$ cat config.mk
export PLATFORM = sky130hd
export DESIGN_NAME = sorted_key_priority_queue_core
export DESIGN_NICKNAME = d
export VERILOG_FILES = /design/src/rtl/skpq_pkg.sv /design/src/rtl/skpq_ctrl.sv /design/src/rtl/skpq_dpath.sv /design/src/rtl/sorted_key_priority_queue_core.sv
export SDC_FILE = /design/constraint.sdc
export NUM_CORES = 2
export LEC_CHECK = 0
export BUFFER_PORTS_ARGS = -buffer_cell sky130_fd_sc_hd__buf_2
export CORE_ASPECT_RATIO = 1.4
export CORE_MARGIN = 2
export CORE_UTILIZATION = 25
export DETAILED_ROUTE_END_ITERATION = 16
export PLACE_DENSITY_LB_ADDON = 0.08
export SLEW_MARGIN = 0
export SYNTH_ARGS = -nofsm -noshare
export SYNTH_HDL_FRONTEND = slang
export SYNTH_SLANG_ARGS = --single-unit
$ cat constraint.sdc
create_clock -name clk -period 8.6 [get_ports clk]
set_clock_uncertainty 0.15 [all_clocks]
set_input_delay 1.29 -clock clk [delete_from_list [all_inputs] [get_ports clk]]
set_output_delay 1.29 -clock clk [all_outputs]
set_load 0.01 [all_outputs]
$ cat src/rtl/skpq_pkg.sv
`timescale 1ns / 1ps
// ----------------------------------------------------------------------------
// skpq_pkg: shared types and constants of the sorted-key priority queue
// Beat structs, operation and status codes, controller command struct.
// ----------------------------------------------------------------------------
package skpq_pkg;

    localparam int CAPACITY_DEF = 16;
    localparam int KEY_W        = 32;
    localparam int DATA_W       = 32;
    localparam int COUNT_OUT_W  = 5;

    localparam logic [KEY_W-1:0] KEY_MIN = {1'b1, {(KEY_W-1){1'b0}}};

    // operation codes
    localparam logic [1:0] OP_INSERT  = 2'd0;
    localparam logic [1:0] OP_PREPEND = 2'd1;
    localparam logic [1:0] OP_REMOVE  = 2'd2;
    localparam logic [1:0] OP_CLEAR   = 2'd3;

    // status codes
    localparam logic [1:0] ST_OK    = 2'd0;
    localparam logic [1:0] ST_EMPTY = 2'd1;
    localparam logic [1:0] ST_FULL  = 2'd2;

    // request beat
    typedef struct packed {
        logic [1:0]              op;
        logic signed [KEY_W-1:0] new_key;
        logic [DATA_W-1:0]       item_data;
    } skpq_req_t;

    // result beat
    typedef struct packed {
        logic [1:0]              status;
        logic signed [KEY_W-1:0] head_key;
        logic [DATA_W-1:0]       head_data;
        logic [COUNT_OUT_W-1:0]  count_after;
    } skpq_rsp_t;

    // controller to datapath commands
    typedef struct packed {
        logic load;    // capture request beat
        logic calc;    // compare all cells, form prepend key
        logic update;  // shift cells, update count, register result
    } skpq_cmd_t;

endpackage

$ cat src/rtl/skpq_ctrl.sv
`timescale 1ns / 1ps
// ----------------------------------------------------------------------------
// skpq_ctrl: operation sequencer
// Steps each accepted request through capture, compare and update, and
// raises the result strobe for one cycle after the update.
// ----------------------------------------------------------------------------
module skpq_ctrl
    import skpq_pkg::*;
(
    input  logic      clk,
    input  logic      rst_n,
    input  logic      start,
    output logic      busy,
    output logic      done,
    output skpq_cmd_t cmd
);

    localparam logic [1:0] S_IDLE   = 2'd0;
    localparam logic [1:0] S_CALC   = 2'd1;
    localparam logic [1:0] S_UPDATE = 2'd2;

    logic [1:0] state_reg, state_next;
    logic       done_reg, done_next;

    // next state
    always_comb
    begin
        state_next = state_reg;
        done_next  = 1'b0;
        unique case (state_reg)
            S_IDLE:
            begin
                if (start)
                begin
                    state_next = S_CALC;
                end
            end
            S_CALC:
            begin
                state_next = S_UPDATE;
            end
            S_UPDATE:
            begin
                state_next = S_IDLE;
                done_next  = 1'b1;
            end
            default:
            begin
                state_next = S_IDLE;
            end
        endcase
    end

    always_ff @(posedge clk or negedge rst_n)
    begin
        if (!rst_n)
        begin
            state_reg <= S_IDLE;
            done_reg  <= 1'b0;
        end
        else
        begin
            state_reg <= state_next;
            done_reg  <= done_next;
        end
    end

    // commands and status
    assign busy       = (state_reg != S_IDLE);
    assign done       = done_reg;
    assign cmd.load   = (state_reg == S_IDLE) && start;
    assign cmd.calc   = (state_reg == S_CALC);
    assign cmd.update = (state_reg == S_UPDATE);

endmodule

$ cat src/rtl/skpq_dpath.sv
`timescale 1ns / 1ps
// ----------------------------------------------------------------------------
// skpq_dpath: sorted cell array and result register
// A row of key/data cells kept in ascending key order. Each cell compares
// itself against the new key; the update shifts cells up or down in place.
// ----------------------------------------------------------------------------
module skpq_dpath
    import skpq_pkg::*;
#(
    parameter int CAPACITY = CAPACITY_DEF
)
(
    input  logic      clk,
    input  logic      rst_n,
    input  skpq_cmd_t cmd,
    input  skpq_req_t request,
    output skpq_rsp_t result
);

    localparam int CNT_W = $clog2(CAPACITY + 1);

    // captured request
    logic [1:0]        op_reg;
    logic [KEY_W-1:0]  key_reg;
    logic [DATA_W-1:0] data_reg;

    // cell row
    logic [KEY_W-1:0]  key_cells_reg  [CAPACITY];
    logic [KEY_W-1:0]  key_cells_next [CAPACITY];
    logic [DATA_W-1:0] data_cells_reg [CAPACITY];
    logic [DATA_W-1:0] data_cells_next[CAPACITY];

    // per-cell "new entry goes after this cell" flags
    logic [CAPACITY-1:0] after_reg, after_next;
    logic [KEY_W-1:0]    pre_key_reg, pre_key_next;

    logic [CNT_W-1:0] count_reg, count_next;
    skpq_rsp_t        result_reg, result_next;

    logic                is_full, is_empty;
    logic [CAPACITY-1:0] eff_after;
    logic [KEY_W-1:0]    ins_key;
    logic [CNT_W+COUNT_OUT_W-1:0] count_ext;

    assign is_full  = (count_reg >= CNT_W'(CAPACITY));
    assign is_empty = (count_reg == '0);

    // compare stage: every valid cell against the new key
    always_comb
    begin
        for (int i = 0; i < CAPACITY; i++)
        begin
            if (i == 0)
            begin
                after_next[i] = (CNT_W'(i) < count_reg) &&
                                !($signed(key_reg) < $signed(key_cells_reg[i]));
            end
            else
            begin
                after_next[i] = (CNT_W'(i) < count_reg) &&
                                ($signed(key_cells_reg[i]) < $signed(key_reg));
            end
        end
        if (is_empty)
        begin
            pre_key_next = '0;
        end
        else if (key_cells_reg[0] == KEY_MIN)
        begin
            pre_key_next = KEY_MIN;
        end
        else
        begin
            pre_key_next = key_cells_reg[0] - 1'b1;
        end
    end

    // update stage: cell moves, count and result
    always_comb
    begin
        eff_after = (op_reg == OP_INSERT) ? after_reg : '0;
        ins_key   = (op_reg == OP_INSERT) ? key_reg : pre_key_reg;
        for (int i = 0; i < CAPACITY; i++)
        begin
            key_cells_next[i]  = key_cells_reg[i];
            data_cells_next[i] = data_cells_reg[i];
        end
        count_next              = count_reg;
        result_next.status      = ST_OK;
        result_next.head_key    = '0;
        result_next.head_data   = '0;

        case (op_reg) inside
            OP_INSERT, OP_PREPEND:
            begin
                if (is_full)
                begin
                    result_next.status = ST_FULL;
                end
                else
                begin
                    for (int i = 0; i < CAPACITY; i++)
                    begin
                        if (eff_after[i])
                        begin
                            key_cells_next[i]  = key_cells_reg[i];
                            data_cells_next[i] = data_cells_reg[i];
                        end
                        else if (i == 0 || eff_after[(i == 0) ? 0 : i - 1])
                        begin
                            key_cells_next[i]  = ins_key;
                            data_cells_next[i] = data_reg;
                        end
                        else
                        begin
                            key_cells_next[i]  = key_cells_reg[(i == 0) ? 0 : i - 1];
                            data_cells_next[i] = data_cells_reg[(i == 0) ? 0 : i - 1];
                        end
                    end
                    count_next = count_reg + 1'b1;
                end
            end
            OP_REMOVE:
            begin
                if (is_empty)
                begin
                    result_next.status = ST_EMPTY;
                end
                else
                begin
                    result_next.head_key  = key_cells_reg[0];
                    result_next.head_data = data_cells_reg[0];
                    for (int i = 0; i < CAPACITY; i++)
                    begin
                        key_cells_next[i] =
                            key_cells_reg[(i == CAPACITY - 1) ? i : i + 1];
                        data_cells_next[i] =
                            data_cells_reg[(i == CAPACITY - 1) ? i : i + 1];
                    end
                    count_next = count_reg - 1'b1;
                end
            end
            default:
            begin
                count_next = '0;
            end
        endcase

        count_ext               = {{COUNT_OUT_W{1'b0}}, count_next};
        result_next.count_after = count_ext[COUNT_OUT_W-1:0];
    end

    // payload registers
    always_ff @(posedge clk)
    begin
        if (cmd.load)
        begin
            op_reg   <= request.op;
            key_reg  <= request.new_key;
            data_reg <= request.item_data;
        end
        if (cmd.calc)
        begin
            after_reg   <= after_next;
            pre_key_reg <= pre_key_next;
        end
        if (cmd.update)
        begin
            for (int i = 0; i < CAPACITY; i++)
            begin
                key_cells_reg[i]  <= key_cells_next[i];
                data_cells_reg[i] <= data_cells_next[i];
            end
            result_reg <= result_next;
        end
    end

    // entry count
    always_ff @(posedge clk or negedge rst_n)
    begin
        if (!rst_n)
        begin
            count_reg <= '0;
        end
        else if (cmd.update)
        begin
            count_reg <= count_next;
        end
    end

    assign result = result_reg;

    // count stays within capacity
    a_count_range: assert property (@(posedge clk) disable iff (!rst_n)
        count_reg <= CNT_W'(CAPACITY))
        else $error("entry count above capacity");

    // refused add leaves the count alone
    a_full_hold: assert property (@(posedge clk) disable iff (!rst_n)
        cmd.update && is_full && (op_reg == OP_INSERT || op_reg == OP_PREPEND)
        |=> $stable(count_reg))
        else $error("count changed on refused add");

    // remove from non-empty queue drops exactly one entry
    a_remove_dec: assert property (@(posedge clk) disable iff (!rst_n)
        cmd.update && (op_reg == OP_REMOVE) && !is_empty
        |=> count_reg == $past(count_reg) - 1'b1)
        else $error("remove did not drop one entry");

    // insert flags form a prefix of the valid cells
    a_after_prefix: assert property (@(posedge clk) disable iff (!rst_n)
        cmd.update && (op_reg == OP_INSERT)
        |-> ((after_reg & (after_reg + 1'b1)) == '0))
        else $error("insert position flags not contiguous");

endmodule

$ cat src/rtl/sorted_key_priority_queue_core.sv
`timescale 1ns / 1ps
// Each request runs through the capture, compare and shift steps of the
// sequencer over the cell row; done then strobes with the registered result.
// A new request is taken only when the sequencer is idle again (busy low).
// Reset: rst_n clears the entry count and sequencer at once; cell contents
// stay undefined. The receiver cannot stall: done strobes for one cycle.
// ----------------------------------------------------------------------------
// sorted_key_priority_queue_core: bounded sorted-key priority queue
// Insert, prepend, remove-head and clear over a row of sorted cells.
// ----------------------------------------------------------------------------
module sorted_key_priority_queue_core
    import skpq_pkg::*;
#(
    parameter int CAPACITY = CAPACITY_DEF
)
(
    input  logic      clk,
    input  logic      rst_n,
    input  logic      start,
    output logic      busy,
    input  skpq_req_t request,
    output logic      done,
    output skpq_rsp_t result
);

    skpq_cmd_t cmd;

    // sequencer
    skpq_ctrl u_ctrl (
        .clk   (clk),
        .rst_n (rst_n),
        .start (start),
        .busy  (busy),
        .done  (done),
        .cmd   (cmd)
    );

    // cell row and result
    skpq_dpath #(
        .CAPACITY (CAPACITY)
    ) u_dpath (
        .clk     (clk),
        .rst_n   (rst_n),
        .cmd     (cmd),
        .request (request),
        .result  (result)
    );

endmodule
==> run_results.csv <==
group,metric,value,unit
setup_path,worstPathArrival,4.83,ns
global_route,antenna_found_initial,8,
worst_hold_path,hp-class,"in -> async",
die,die_w,447,microns
layout,register_area,36500,sq um
clocking,cts_tree,"yes",
timing,hold_viol,0,
routing,post-route-drc-count,0,
placed_design,hpwl,191000,microns
die,coreArea,273000,sq um
yosys,ys_warn_count,0,
layout,fin_util,28.8,%
yosys,synth_flop_cell,"edfxtp_1",
setup_path,crit_path_end_kind,"flop",
clocking,ctsHoldBuffers,0,
run,drv_cap,0,
timing,max_slew_margin,21.6,%
die,die_area,279000,sq um
timing,min_period,4.54,ns
yosys,synth_cell_type_count,59,
global_route,grt_remaining_overflow,0,
routing,drtPass1Iterations,6,
yosys,syn_area_per_cell,10.3,sq um
setup_path,critPathLaunchType,"flop",
timing,worst_pin_slew,1.18,ns
die,io_pins,142,
layout,areaGrowthSynthToFinish,14.7,%
setup_path,startpoint,"u_dpath.op_reg[1]",
routing,drt_iter0_drc,3274,
yosys,ys_ff_latch,1217,
setup_path,r2r-start,"u_dpath.op_reg[1]",
power_and_ir_drop,ir_drop,0.135,mV
clocking,clk_latency,0.84,ns
yosys,synth-async-reset-ratio,0.657,%
yosys,syn_nets,7243,
global_route,grt_pass1_vias,55141,
clocking,cts_buffers,159,
clocking,cts_sinks,1217,
clocking,post-cts-setup-buffers,0,
placed_design,port_buffers,141,
global_route,grt_max_degree,217,
setup_path,cp_max_fo,168,
die,std_cell_rows,227,
timing,grt_setup_unrepaired,"false",
setup_path,rr_worst_depth,9,
timing,slew_viol_final,0,
die,start_util,25.1,%
layout,drive_above_1_share,9.05,%
timing,max_freq,0.220,GHz
placed_design,place_congestion,0.835,
timing,finalSetupViolations,0,
yosys,netlist_area,68600,sq um
power_and_ir_drop,cellLeakagePower,31.1,nW
layout,multiInputGateArea,30500,sq um
clocking,clockBufferDepth,4,
setup_path,cp_data_required_time,8.89,ns
global_route,grt_usage,20.2,%
clocking,htreeDepth,4,
power_and_ir_drop,pwr_density_cell,220,nW/um^2
routing,vias,52248,
layout,nets,7254,
routing,wl,288000,microns
routing,via_per_inst,4.99,
clocking,clkTransAtPathRegs,0.07,ns
layout,fillers,28564,
run_status,status,"complete, no violations",
yosys,synth_edf_count,1209,
routing,ant_nets,0,
clocking,cts_resized,0,
clocking,root_buffer,"clkbuf_16",
timing,timing.final.crit_share,52.8,%
die,fp.dieH,624,microns
yosys,synthCells,6673,
routing,wire_per_inst,27.5,microns
yosys,seq_area_frac_synth,53.2,%
setup_path,worstSetupPathType,"reg -> reg",
global_route,grt_pass1_wl,409000,microns
timing,fin_tns_setup,0,ns
where the power goes:
| part | switching, mW | internal, mW | total [mW] |
|---|---|---|---|
| clock network | 2.81 | 3.69 | 6.50 |
| logic | 2.24 | 0.933 | 3.17 |
| registers | 0.422 | 7.19 | 7.61 |
| total | 5.47 | 11.8 | 17.3 |
Yosys cell counts, drive strengths merged (4+ instances only):
cell type | number | area [sq um]
o21ai | 1028 | 5140
o211ai | 12 | 90.1
ha | 501 | 6270
mux2 | 40 | 450
a31oi | 4 | 25.0
o31ai | 4 | 43.8
o21bai | 4 | 30.0
a221o | 12 | 120
a221oi | 17 | 149
or4 | 8 | 78.8
nor3 | 25 | 125
edfxtp | 1209 | 36300
inv | 75 | 282
o21a | 5 | 37.5
a21oi | 695 | 3480
nor4 | 12 | 75.1
nor2 | 602 | 2270
buf | 77 | 332
nor2b | 28 | 175
a211oi | 13 | 97.6
nand4 | 51 | 319
and2 | 44 | 275
and4 | 24 | 210
o41ai | 12 | 105
xnor2 | 24 | 210
mux2i | 504 | 5040
dfrtp | 8 | 200
nand3 | 31 | 155
a22o | 34 | 298
clkbuf | 380 | 1430
nand2 | 1109 | 4160
a21o | 29 | 218
nand2b | 14 | 87.6
worst max-delay path, cell delays in order (launching register included):
cell	delay, ns
edfxtp_1	0.43
buf_12	0.60
nand2b_1	0.29
a21oi_4	0.17
buf_4	0.41
o21ai_4	0.06
buf_4	0.31
a21oi_4	0.17
buf_4	0.52
buf_4	0.75
stage by stage:
stage               power, mW  hold WS (ns)  cell area [sq um]  worst slack [ns]  instances
finish                   17.3         0.179              78700              4.06      10472
CTS                      17.6         0.118              78700              3.89      10457
floorplan                9.40         0.282              68600              1.32       6673
global placement         10.9         0.361              73900              3.91      10186
detailed placement       11.0         0.367              73900              3.88      10187
global route             18.1         0.153              78700              3.78      10472
layout by cell type (no fill, tap or decap), types with 141 or more instances in the layout:
master / Yosys / routed
a21oi_1: 695 / 680
buf_2: 16 / 141
buf_4: 0 / 158
clkbuf_16: 0 / 163
edfxtp_1: 1209 / 1209
ha_1: 501 / 501
mux2i_1: 504 / 504
nand2_1: 1109 / 1094
nor2_1: 601 / 597
o21ai_0: 1027 / 1026
metal layers:
layer / vias up / wire [microns] / global-route usage (%)
met2: 910 / 152000 / 37.7
met3: 354 / 8320 / 2.04
li1: 24370 / - / -
met5: - / 0 / 0
met1: 26614 / 116000 / 23.4
met4: 0 / 11800 / 7.70
worst paths after layout:
check                      slack, ns                        endpoint
min in group clk                0.38  u_dpath.data_cells_reg[1][218]
setup / recovery                4.06  u_dpath.data_cells_reg[1][118]
max in group asynchronous       7.93            u_dpath.count_reg[2]
hold / removal                  0.18            u_dpath.count_reg[4]
hold reg to reg                 0.38  u_dpath.data_cells_reg[1][218]
setup reg to reg                4.06  u_dpath.data_cells_reg[1][118]
logic make-up (layout without fill, tap and decap cells):
| group | after synthesis | count (layout) | synth area share (%) |
|---|---|---|---|
| AOI/OAI and AO/OA | 1889 | 1889 | 14.6 |
| xor gates and xnor gates | 24 | 24 | 0.306 |
| adders and majority gates | 501 | 501 | 9.14 |
| buffers and inverters | 532 | 652 | 2.98 |
| DFF | 1217 | 1217 | 53.2 |
| muxes | 544 | 544 | 8.01 |
| other | 0 | 15 | 0 |
| and+or+nand+nor | 1966 | 1966 | 11.8 |
cell type report:
class | instances | area share [%]
Inverter | 75 | 0.358
Multi-Input combinational cell | 4924 | 38.7
Clock buffer | 196 | 5.34
Sequential cell | 1217 | 46.4
Tap cell | 3664 | 5.83
Timing Repair Buffer | 307 | 2.60
Antenna cell | 15 | 0.0477
Clock inverter | 74 | 0.693
(Power assumes the default switching activity.)
